File: config.mk
export PLATFORM = sky130hd
export DESIGN_NAME = zoom2x_rgb555_window_core
export DESIGN_NICKNAME = d
export VERILOG_FILES = /design/src/sv/zoom2x_pkg.sv /design/src/sv/zoom2x_rgb555_window_core.sv
export SDC_FILE = /design/constraint.sdc
export NUM_CORES = 2
export LEC_CHECK = 0
export ABC_AREA = 0
export BUFFER_PORTS_ARGS = -buffer_cell sky130_fd_sc_hd__clkbuf_2
export CORE_AREA = 2 2 763 765
export CTS_CLUSTER_DIAMETER = 100
export DETAILED_ROUTE_END_ITERATION = 8
export DIE_AREA = 0 0 765 767
export SYNTH_ARGS = -nofsm -noshare
export SYNTH_HDL_FRONTEND = slang
export SYNTH_SLANG_ARGS = --single-unit
File: constraint.sdc
create_clock -name aclk -period 13.5 [get_ports aclk]
set_clock_uncertainty 0.1 [all_clocks]
set_input_delay 2.025 -clock aclk [delete_from_list [all_inputs] [get_ports aclk]]
set_output_delay 2.025 -clock aclk [all_outputs]
set_load 0.01 [all_outputs]
File: src/sv/zoom2x_pkg.sv
// shared constants and pixel arithmetic for the 2x zoom window core
`default_nettype none

package zoom2x_pkg;

    localparam int DEF_FRAME_WIDTH   = 256;
    localparam int DEF_FRAME_HEIGHT  = 192;
    localparam int DEF_WINDOW_WIDTH  = 128;
    localparam int DEF_WINDOW_HEIGHT = 96;

    localparam int PIX_W   = 16;
    localparam int CHAN_W  = 5;
    localparam int CFG_W   = 7;
    localparam int COORD_W = 8;

    localparam logic [PIX_W-1:0] SEPARATOR_COLOUR = 16'hBD45;
    localparam logic [CHAN_W-1:0] TINT_MAX    = 5'd31;
    localparam logic [5:0]        TINT_OFFSET = 6'd3;
    localparam logic [7:0]        RECIP3      = 8'd171;

    typedef enum logic [0:0] {
        CFG_WINDOW_LEFT = 1'b0,
        CFG_WINDOW_TOP  = 1'b1
    } cfg_index_t;

    // truncated channel average, opaque flag set
    function automatic logic [PIX_W-1:0] blend(input logic [PIX_W-1:0] a,
                                               input logic [PIX_W-1:0] b);
        logic [CHAN_W:0] r_sum;
        logic [CHAN_W:0] g_sum;
        logic [CHAN_W:0] b_sum;
        r_sum = {1'b0, a[4:0]}   + {1'b0, b[4:0]};
        g_sum = {1'b0, a[9:5]}   + {1'b0, b[9:5]};
        b_sum = {1'b0, a[14:10]} + {1'b0, b[14:10]};
        return {1'b1, b_sum[CHAN_W:1], g_sum[CHAN_W:1], r_sum[CHAN_W:1]};
    endfunction

    // grey tint: sum/3 by reciprocal multiply, exact for sums below 512
    function automatic logic [PIX_W-1:0] tint(input logic [PIX_W-1:0] p);
        logic [6:0]  sum;
        logic [14:0] prod;
        logic [5:0]  c;
        logic [CHAN_W-1:0] c_sat;
        sum   = 7'(p[4:0]) + 7'(p[9:5]) + 7'(p[14:10]);
        prod  = 15'(sum) * 15'(RECIP3);
        c     = 6'(prod[14:9]) + TINT_OFFSET;
        c_sat = (c > 6'(TINT_MAX)) ? TINT_MAX : c[CHAN_W-1:0];
        return {1'b1, c_sat, 2'b00, c_sat[4:2], 1'b0, c_sat[4:1]};
    endfunction

endpackage

`default_nettype wire

File: src/sv/zoom2x_rgb555_window_core.sv
// 2x zoom of an rgb555 pixel stream inside a window, with line store and output register
`default_nettype none

// Accepts one source pixel per clock in raster order (frame_start marks the first pixel of
// a frame) and, for each source pixel inside the window at (window_left, window_top), gives
// one transfer with its 2x2 zoomed block once its right, lower and diagonal neighbours are
// in: blended on the window's left half, a separator colour on the column before the middle,
// repeated on the right half, plus a grey tint of the pixel. Pixels of the frame's last row
// and column give no transfer. The line store is a single memory read and written at the
// same address in the cycle the pixel is accepted; the block result passes the stage 1 and
// output registers, and the core keeps one pixel per clock as long as m_ready stays high.
// Write the window registers only while the core is idle.
module zoom2x_rgb555_window_core
    import zoom2x_pkg::*;
#(
    parameter int FRAME_WIDTH   = DEF_FRAME_WIDTH,
    parameter int FRAME_HEIGHT  = DEF_FRAME_HEIGHT,
    parameter int WINDOW_WIDTH  = DEF_WINDOW_WIDTH,
    parameter int WINDOW_HEIGHT = DEF_WINDOW_HEIGHT
) (
    input  wire logic               aclk,
    input  wire logic               aresetn,

    input  wire logic               cfg_valid,
    output logic                    cfg_ready,
    input  wire logic [0:0]         cfg_index,
    input  wire logic [CFG_W-1:0]   cfg_data,

    input  wire logic               s_valid,
    output logic                    s_ready,
    input  wire logic [PIX_W-1:0]   s_pixel,
    input  wire logic               s_frame_start,

    output logic                    m_valid,
    input  wire logic               m_ready,
    output logic [COORD_W-1:0]      m_zoom_col,
    output logic [COORD_W-1:0]      m_zoom_row,
    output logic [PIX_W-1:0]        m_out_top_left,
    output logic [PIX_W-1:0]        m_out_top_right,
    output logic [PIX_W-1:0]        m_out_bottom_left,
    output logic [PIX_W-1:0]        m_out_bottom_right,
    output logic [COORD_W-1:0]      m_source_col,
    output logic [COORD_W-1:0]      m_source_row,
    output logic [PIX_W-1:0]        m_tinted,
    output logic                    m_last_block
);

    localparam int XW = $clog2(FRAME_WIDTH);
    localparam int YW = $clog2(FRAME_HEIGHT);
    localparam int CW = $clog2(FRAME_WIDTH + WINDOW_WIDTH + 128);
    localparam int RW = $clog2(FRAME_HEIGHT + WINDOW_HEIGHT + 128);

    logic [PIX_W-1:0] line_store_mem [FRAME_WIDTH];

    logic [XW-1:0]    col_reg, col_next;
    logic [YW-1:0]    row_reg, row_next;
    logic [CFG_W-1:0] win_left_reg;
    logic [CFG_W-1:0] win_top_reg;

    logic             s1_valid_reg;
    logic [XW-1:0]    s1_x_reg;
    logic [YW-1:0]    s1_y_reg;
    logic [PIX_W-1:0] s1_pix_reg;
    logic [PIX_W-1:0] above_reg;
    logic [PIX_W-1:0] left_reg;
    logic [PIX_W-1:0] ul_reg;

    logic             in_xfer;
    logic             s1_adv;
    logic [XW-1:0]    cur_x;
    logic [YW-1:0]    cur_y;

    logic [CW-1:0]    tx, wl, dx;
    logic [RW-1:0]    ty, wt, dy;
    logic [CW:0]      dx2;
    logic             in_win, left_half, sep_col, last_hit;
    logic [PIX_W-1:0] tl_pix, tr_pix, bl_pix, br_pix;

    assign cfg_ready = 1'b1;
    assign s1_adv    = s1_valid_reg && (!m_valid || m_ready);
    assign s_ready   = !s1_valid_reg || s1_adv;
    assign in_xfer   = s_valid && s_ready;

    // position of the incoming pixel and the following one
    always_comb begin
        cur_x    = s_frame_start ? '0 : col_reg;
        cur_y    = s_frame_start ? '0 : row_reg;
        col_next = cur_x + 1'b1;
        row_next = cur_y;
        if (cur_x == XW'(FRAME_WIDTH - 1)) begin
            col_next = '0;
            row_next = (cur_y == YW'(FRAME_HEIGHT - 1)) ? '0 : cur_y + 1'b1;
        end
    end

    // line store, read before write at the same address
    always_ff @(posedge aclk) begin
        if (in_xfer) begin
            above_reg              <= line_store_mem[cur_x];
            line_store_mem[cur_x]  <= s_pixel;
        end
    end

    always_ff @(posedge aclk) begin
        if (in_xfer) begin
            s1_x_reg   <= cur_x;
            s1_y_reg   <= cur_y;
            s1_pix_reg <= s_pixel;
        end
    end

    // window check and block for the pixel up and left of the stage 1 pixel
    always_comb begin
        tx        = CW'(s1_x_reg) - 1'b1;
        ty        = RW'(s1_y_reg) - 1'b1;
        wl        = CW'(win_left_reg);
        wt        = RW'(win_top_reg);
        dx        = tx - wl;
        dy        = ty - wt;
        dx2       = {dx, 1'b0};
        in_win    = (s1_x_reg != '0) && (s1_y_reg != '0) &&
                    (tx >= wl) && (tx < wl + CW'(WINDOW_WIDTH)) &&
                    (ty >= wt) && (ty < wt + RW'(WINDOW_HEIGHT));
        left_half = dx2 < (CW + 1)'(WINDOW_WIDTH);
        sep_col   = (dx2 + 1'b1 + 1'b1) == (CW + 1)'(WINDOW_WIDTH);
        last_hit  = (dx == CW'(WINDOW_WIDTH - 1)) && (dy == RW'(WINDOW_HEIGHT - 1));
        if (!left_half) begin
            tl_pix = ul_reg;
            tr_pix = ul_reg;
            bl_pix = ul_reg;
            br_pix = ul_reg;
        end else if (sep_col) begin
            tl_pix = SEPARATOR_COLOUR;
            tr_pix = SEPARATOR_COLOUR;
            bl_pix = SEPARATOR_COLOUR;
            br_pix = SEPARATOR_COLOUR;
        end else begin
            tl_pix = blend(ul_reg, ul_reg);
            tr_pix = blend(ul_reg, above_reg);
            bl_pix = blend(ul_reg, left_reg);
            br_pix = blend(ul_reg, s1_pix_reg);
        end
    end

    always_ff @(posedge aclk) begin
        if (!aresetn) begin
            col_reg      <= '0;
            row_reg      <= '0;
            win_left_reg <= '0;
            win_top_reg  <= '0;
            s1_valid_reg <= 1'b0;
            left_reg     <= '0;
            ul_reg       <= '0;
            m_valid      <= 1'b0;
        end else begin
            if (cfg_valid && cfg_ready) begin
                unique case (cfg_index_t'(cfg_index))
                    CFG_WINDOW_LEFT: win_left_reg <= cfg_data;
                    CFG_WINDOW_TOP:  win_top_reg  <= cfg_data;
                    default: ;
                endcase
            end
            if (in_xfer) begin
                col_reg      <= col_next;
                row_reg      <= row_next;
                s1_valid_reg <= 1'b1;
            end else if (s1_adv) begin
                s1_valid_reg <= 1'b0;
            end
            if (s1_adv) begin
                ul_reg   <= above_reg;
                left_reg <= s1_pix_reg;
                m_valid  <= in_win;
            end else if (m_ready) begin
                m_valid  <= 1'b0;
            end
        end
    end

    // output payload
    always_ff @(posedge aclk) begin
        if (s1_adv) begin
            m_zoom_col         <= dx2[COORD_W-1:0];
            m_zoom_row         <= {dy[COORD_W-2:0], 1'b0};
            m_out_top_left     <= tl_pix;
            m_out_top_right    <= tr_pix;
            m_out_bottom_left  <= bl_pix;
            m_out_bottom_right <= br_pix;
            m_source_col       <= tx[COORD_W-1:0];
            m_source_row       <= ty[COORD_W-1:0];
            m_tinted           <= tint(ul_reg);
            m_last_block       <= last_hit;
        end
    end

`ifndef SYNTHESIS
    assert property (@(posedge aclk) disable iff (!aresetn)
        !s_ready |-> (s1_valid_reg && m_valid && !m_ready))
        else $error("input stalled without a blocked output");

    assert property (@(posedge aclk) disable iff (!aresetn)
        m_valid && m_last_block |-> m_zoom_col == COORD_W'(2 * (WINDOW_WIDTH - 1)))
        else $error("last block not on the window's right edge");

    assert property (@(posedge aclk) disable iff (!aresetn)
        m_valid |-> m_tinted[PIX_W-1])
        else $error("tinted pixel without opaque flag");

    assert property (@(posedge aclk) disable iff (!aresetn)
        (col_reg <= XW'(FRAME_WIDTH - 1)) && (row_reg <= YW'(FRAME_HEIGHT - 1)))
        else $error("pixel counters out of frame");

    assert property (@(posedge aclk) disable iff (!aresetn)
        s1_adv && in_win && !m_ready |=> m_valid)
        else $error("block lost in output register");
`endif

endmodule

`default_nettype wire

# [Word-level counts from Yosys, hierarchy flattened]
# Memory sizes are Yosys's and may differ from the RTL's. A register that Yosys moved wholly into a read port is not among the register bits.
# Index checks and enable logic that the tools add are counted.
[totals] ff_bits=201 mem_bits_rw=4096 input_bits=30 output_inout_bits=116 wordCells=99 memories=1
[classes] n_addsub=25 multipliers=1 order_cmp=6 eq_ne=5 n_mux=20 bitwise_logic=1 n_reduce_logical=18
[mem_list] name="line_store_mem" words=256 word_bits=16 read_ports=1 rd_ports_with_merged_regs=1 write_ports=1 line_no="zoom2x_rgb555_window_core.sv:53" rtl="logic [PIX_W-1:0] line_store_mem [FRAME_WIDTH];"
[ops] op="$add 5x5->6" n=13
[ops] op="$mux 16" n=4
[ops] op="$mux 15" n=4
[ops] op="$mux 8" n=5
[ops] op="$add 10x1->10 const B" n=2
[ops] op="$eq 9x7->1 const B" n=2
[ops] op="$ge 9x7->1" n=2
[ops] op="$sub 8x1->9 const B" n=2
[ops] op="$sub 9x7->9" n=2
[ops] op="$add 8x1->8 const B" n=2
[ops] op="$eq 8x8->1 const B" n=2
[ops] op="$reduce_bool 8->1" n=2
[ops] op="$mul 7x8->15 const B" n=1
[ops] op="$eq 10x8->1 const B" n=1
[ops] op="$lt 10x8->1 const B" n=1
[ops] op="$add 7x8->9 const B" n=1
[ops] op="$lt 9x8->1" n=1
[ops] op="$lt 9x9->1" n=1
[ops] op="$add 7x7->8 const B" n=1
[ops] op="$logic_and 1x1->1" n=8
[ops] op="$add 6x5->7" n=1
[ops] op="$add 6x2->6 const B" n=1
[ops] op="$gt 6x5->1 const B" n=1
[ops] op="$mux 1" n=6
[ops] op="6 further kinds" n=10

# [Depth between registers and ports, before layout]
[logic_depth] word_depth=7 depth_mapped=26 mapped_depth_nobuf=26

# [Worst setup path before layout]
# No wires, ideal clock.
[synth_timing] path_kind="register to register" from="reg ul_reg[6]" to="reg m_tinted[13] (data pin)" setup_time_ps=268 arrival_ps=5818 required_time_ps=13132 slack_ps=7315 stages_incl_launch_ff=24 path_buffers=0 synth_period_minus_slack_ps=6185 cell_sequence="dfxtp_1 fa_1 ha_1 inv_1 fa_1 inv_1 a21o_1 a21oi_1 xor2_1 ha_1 ha_1 inv_1 fa_1 fa_1 inv_1 ha_1 nand4_1 o21bai_1 o2111a_1 a2bb2oi_1 o21ai_1 o41a_1 a2111oi_4 o22ai_1"
[synth_via] elab_chain_len=6
[synth_lines] item="from (decl)" line_no="zoom2x_rgb555_window_core.sv:66" rtl="logic [PIX_W-1:0] ul_reg;"
[synth_lines] item="from (signal assigned)" line_no="zoom2x_rgb555_window_core.sv:171" rtl="ul_reg <= above_reg;"
[synth_lines] item="$add 5x5->6 (*)" line_no="zoom2x_pkg.sv:44" rtl="sum = 7'(p[4:0]) + 7'(p[9:5]) + 7'(p[14:10]);"
[synth_lines] item="$add 6x5->7 (*)" line_no="zoom2x_pkg.sv:44"
[synth_lines] item="$mul 7x8->15 (*)" line_no="zoom2x_pkg.sv:45" rtl="prod = 15'(sum) * 15'(RECIP3);"
[synth_lines] item="$add 6x2->6 (*)" line_no="zoom2x_pkg.sv:46" rtl="c = 6'(prod[14:9]) + TINT_OFFSET;"
[synth_lines] item="$gt 6x5->1" line_no="zoom2x_pkg.sv:47" rtl="c_sat = (c > 6'(TINT_MAX)) ? TINT_MAX : c[CHAN_W-1:0];"
[synth_lines] item="$mux 5 (*)" line_no="zoom2x_pkg.sv:47"
[synth_lines] item="to (signal assigned)" line_no="zoom2x_rgb555_window_core.sv:191" rtl="m_tinted <= tint(ul_reg);"
[synth_lines] item="to (decl)" line_no="zoom2x_rgb555_window_core.sv:44" rtl="output logic [PIX_W-1:0] m_tinted,"
# Every way passes the cells marked *; elsewhere a longest branch is shown, timed or not.
# A chain may end at the register's enable or synchronous reset.

# [Worst setup path in the final report]
[layout_timing] from="in s_frame_start" to="reg above_reg[5], read port of line_store_mem (data pin)"
[layout_via] elab_chain_len=1
[layout_lines] item="from (decl)" line_no="zoom2x_rgb555_window_core.sv:32" rtl="input wire logic s_frame_start,"
[layout_lines] item="$mux 8" line_no="zoom2x_rgb555_window_core.sv:86" rtl="cur_x = s_frame_start ? '0 : col_reg;"
[layout_lines] item="to (decl)" line_no="zoom2x_rgb555_window_core.sv:64" rtl="logic [PIX_W-1:0] above_reg;"
# Every way passes these cells.

==> impl_metrics.tcl <==
set metrics [dict create \
    yosys.area.top_type "edfxtp_1" \
    clock_sinks 4303 \
    wl_per_cell_um 25.70 \
    port_buffers 138 \
    min_path_type "reg2reg" \
    p_clk_share_pct 42.4 \
    critPathMaxFanout 161 \
    min_period_over_period_pct 55.32 \
    synth_area_um2 173300 \
    yosys_register_bits 4303 \
    ctsHoldBuffers 0 \
    wirelength_mm 517.0 \
    die_h_um 767 \
    htreeDepth 5 \
    clk_pin_slew_worst_paths_ns 0.06 \
    die-area_um2 586800 \
    firstDrtPassIters 8 \
    place.gp.congestion 0.8290 \
    setup_viol 0 \
    power_density_nw_per_um2 140.9 \
    slew_violations 0 \
    ys.flop_type "edfxtp_1" \
    yosys_warnings 0 \
    min_to "left_reg[5]" \
    leakage_nw 61.07 \
    grt_first_pass_wirelength_mm 736.1 \
    final_layout_size_suffix_gt1_share_pct 11.71 \
    hold_viol_final 0 \
    globalRoute.totalOverflow 0 \
    cts_tree "done" \
    root_buffer "clkbuf_16" \
    postCtsSetupBuffers 0 \
    synthCells 11900 \
    area_growth_pct 14.49 \
    r2r_setup_slack_ns 6.50 \
    fin_total_pwr_mw 27.96 \
    switchingPower_mw 6.211 \
    placedCellCount 19330 \
    reg2reg_to "m_tinted[13]" \
    path_common_cell "buf_12" \
    synth_async_sr_flop_share_pct 0 \
    tightest_slew_ns 1.470 \
    drv_cap 1 \
    max-slew-margin-rel_pct 0.9449 \
    top_register "line_store_mem" \
    swShare_pct 22.22 \
    io_pins 146 \
    crit_type "in2reg" \
    hold_depth 2 \
    dpl.hpwl_mm 288.4 \
    initial_core_util_pct 29.92 \
    final_common_cell "edfxtp_1" \
    max_stage_delay_ns 1.11 \
    layout.cells.non_filler 20120 \
    syn_avg_cell_area_um2 14.56 \
    antenna_found_initial 31 \
    layout_common_cells "4240 x edfxtp_1, 2173 x nand2_1, 1043 x nor2b_1" \
    route.detailed.drc 2 \
    yosysTopAreaCellShare_pct 73.48 \
    power_frac_comb_pct 4.7 \
    final.setup.tns_ns 0 \
    slowest_stage "nor3_1" \
    finalCriticalPeriod_ns 7.468 \
    grt_pass1_vias 99930 \
    cts_buffers 421 \
    power_frac_seq_pct 52.9 \
    clk_latency_ns 1.08 \
    final_core_util_pct 34.25 \
    cts-resized-gates 0 \
    end_kind "flop" \
    drt_iter0_markers 14240 \
    netlist_top_cells_area "edfxtp_1 73%, a311oi_1 5.1%, nand2_1 4.7%, a211oi_1 4.4%, nor2b_1 3.8%" \
    grt_max_degree 164 \
    final_antenna_net_count 0 \
    clock.fmax_mhz 133.9 \
    r2r-start "ul_reg[6]" \
    path_cells "clkbuf_2, nand2b_4, buf_12, buf_12, buf_12, a311oi_1, nor4_1, o22ai_1, nor3_1, nand4_1" \
    irDropWorstVdd_mv 0.1103 \
    rsz0062_at_grt "no" \
    synth_edf_count 4240 \
    yosysSeqAreaShare_pct 74.21 \
    die_w_um 765 \
    min-delay-start "left_reg[5]" \
    grtUsageTotal_pct 16.88 \
    clockBufferDepth 4 \
    worst_ep_required_time_ns 14.04 \
    cp-start-kind "input port" \
    crit_arrival_ns 8.01 \
    rr_worst_depth 23 \
    status "complete, but fails checks" \
    violations "design-rule violations, max-capacitance violations" \
    synth_cell_types 78 \
    vias_per_cell 5.330 \
    fin_nets 12150 \
    largest_register_ffs 4096 \
    core_area_um2 579100 \
    p_int_mw 21.74 \
    vias 107200 \
    fp-row-count 280 \
]
[final cells by class]
class | count | area [µm²]
well taps | 7755 | 9703
flip-flops and latches | 4303 | 128600
inverters | 96 | 372.9
diodes | 12 | 30.03
clock buffers | 512 | 10970
multi-input cells | 6591 | 41320
fillers | 55170 | 380700
clock inverters | 270 | 2813
repair buffers | 580 | 4577
[critical path, delay by kind of cell]
family | cells | cell delay (ns)
AO/OA/AOI/OAI | 2 | 0.55
buffers and inverters | 4 | 2.21
AND/OR/NAND/NOR | 4 | 2.74
[power by group through the flow]
stage               clock network (mW)  registers [mW]  logic, mW
floorplan                            0            15.0      0.720
global placement                     0            15.1       1.29
detailed placement                   0            15.1       1.32
CTS                               12.0            14.8       1.32
global route                      12.5            14.8       1.44
finish                            11.9            14.8       1.32
[layer usage]
layer | share of wire (%) | vias up | GRT usage (%)
met5 | 0.0015 | - | 0
met4 | 2.9 | 2 | 4.684
met3 | 9.5 | 775 | 2.927
met1 | 43 | 54830 | 24.71
li1 | - | 46470 | -
met2 | 45 | 5150 | 25.75
[cell usage after synthesis (all sizes together) (13+ instances only)]
cell / n
dfxtp: 63
o41ai: 19
o221ai: 16
xor2: 29
a21boi: 49
o21ai: 49
clkbuf: 473
nand3: 54
o22ai: 106
nor2b: 1043
a21oi: 52
fa: 26
nor4: 244
edfxtp: 4240
nor3: 33
a22o: 21
o21bai: 13
xnor2: 25
a2bb2oi: 22
inv: 96
a311oi: 1010
mux2i: 18
ha: 103
a21o: 18
buf: 442
nor2: 296
nand2: 2183
a211oi: 1013
nand2b: 22
[worst max path at each step]
stage | from | endpoint | slack [ns]
after detailed placement | s_frame_start | above_reg[9] | 5.28
final | s_frame_start | above_reg[5] | 6.03
after global routing | s_frame_start | above_reg[5] | 5.85
after global placement | s_frame_start | above_reg[9] | 5.04
after CTS | s_frame_start | above_reg[9] | 6.34
after floorplan | ul_reg[6] | m_tinted[13] | 7.31
[metrics by stage]
step	setup slack [ns]	instance area (µm²)	hold WS, ns
finish	6.032	198400	0.3671
global placement	5.037	184500	0.3543
global route	5.853	198300	0.3897
CTS	6.343	198300	0.3697
detailed placement	5.284	184500	0.3607
floorplan	7.315	173300	0.3384
[cell families (layout without fill, tap and decap cells)]
family	Yosys count	after routing	synth area share (%)
compound gates	2451	2451	11.22
xor+xnor	55	55	0.2968
fa+ha+maj	129	129	1.044
buf+inv	1011	1458	2.496
flops	4303	4303	74.21
mux	24	24	0.1755
other cells	2	19	0.004334
simple gates	3925	3925	10.56
(Power assumes the default switching activity.)
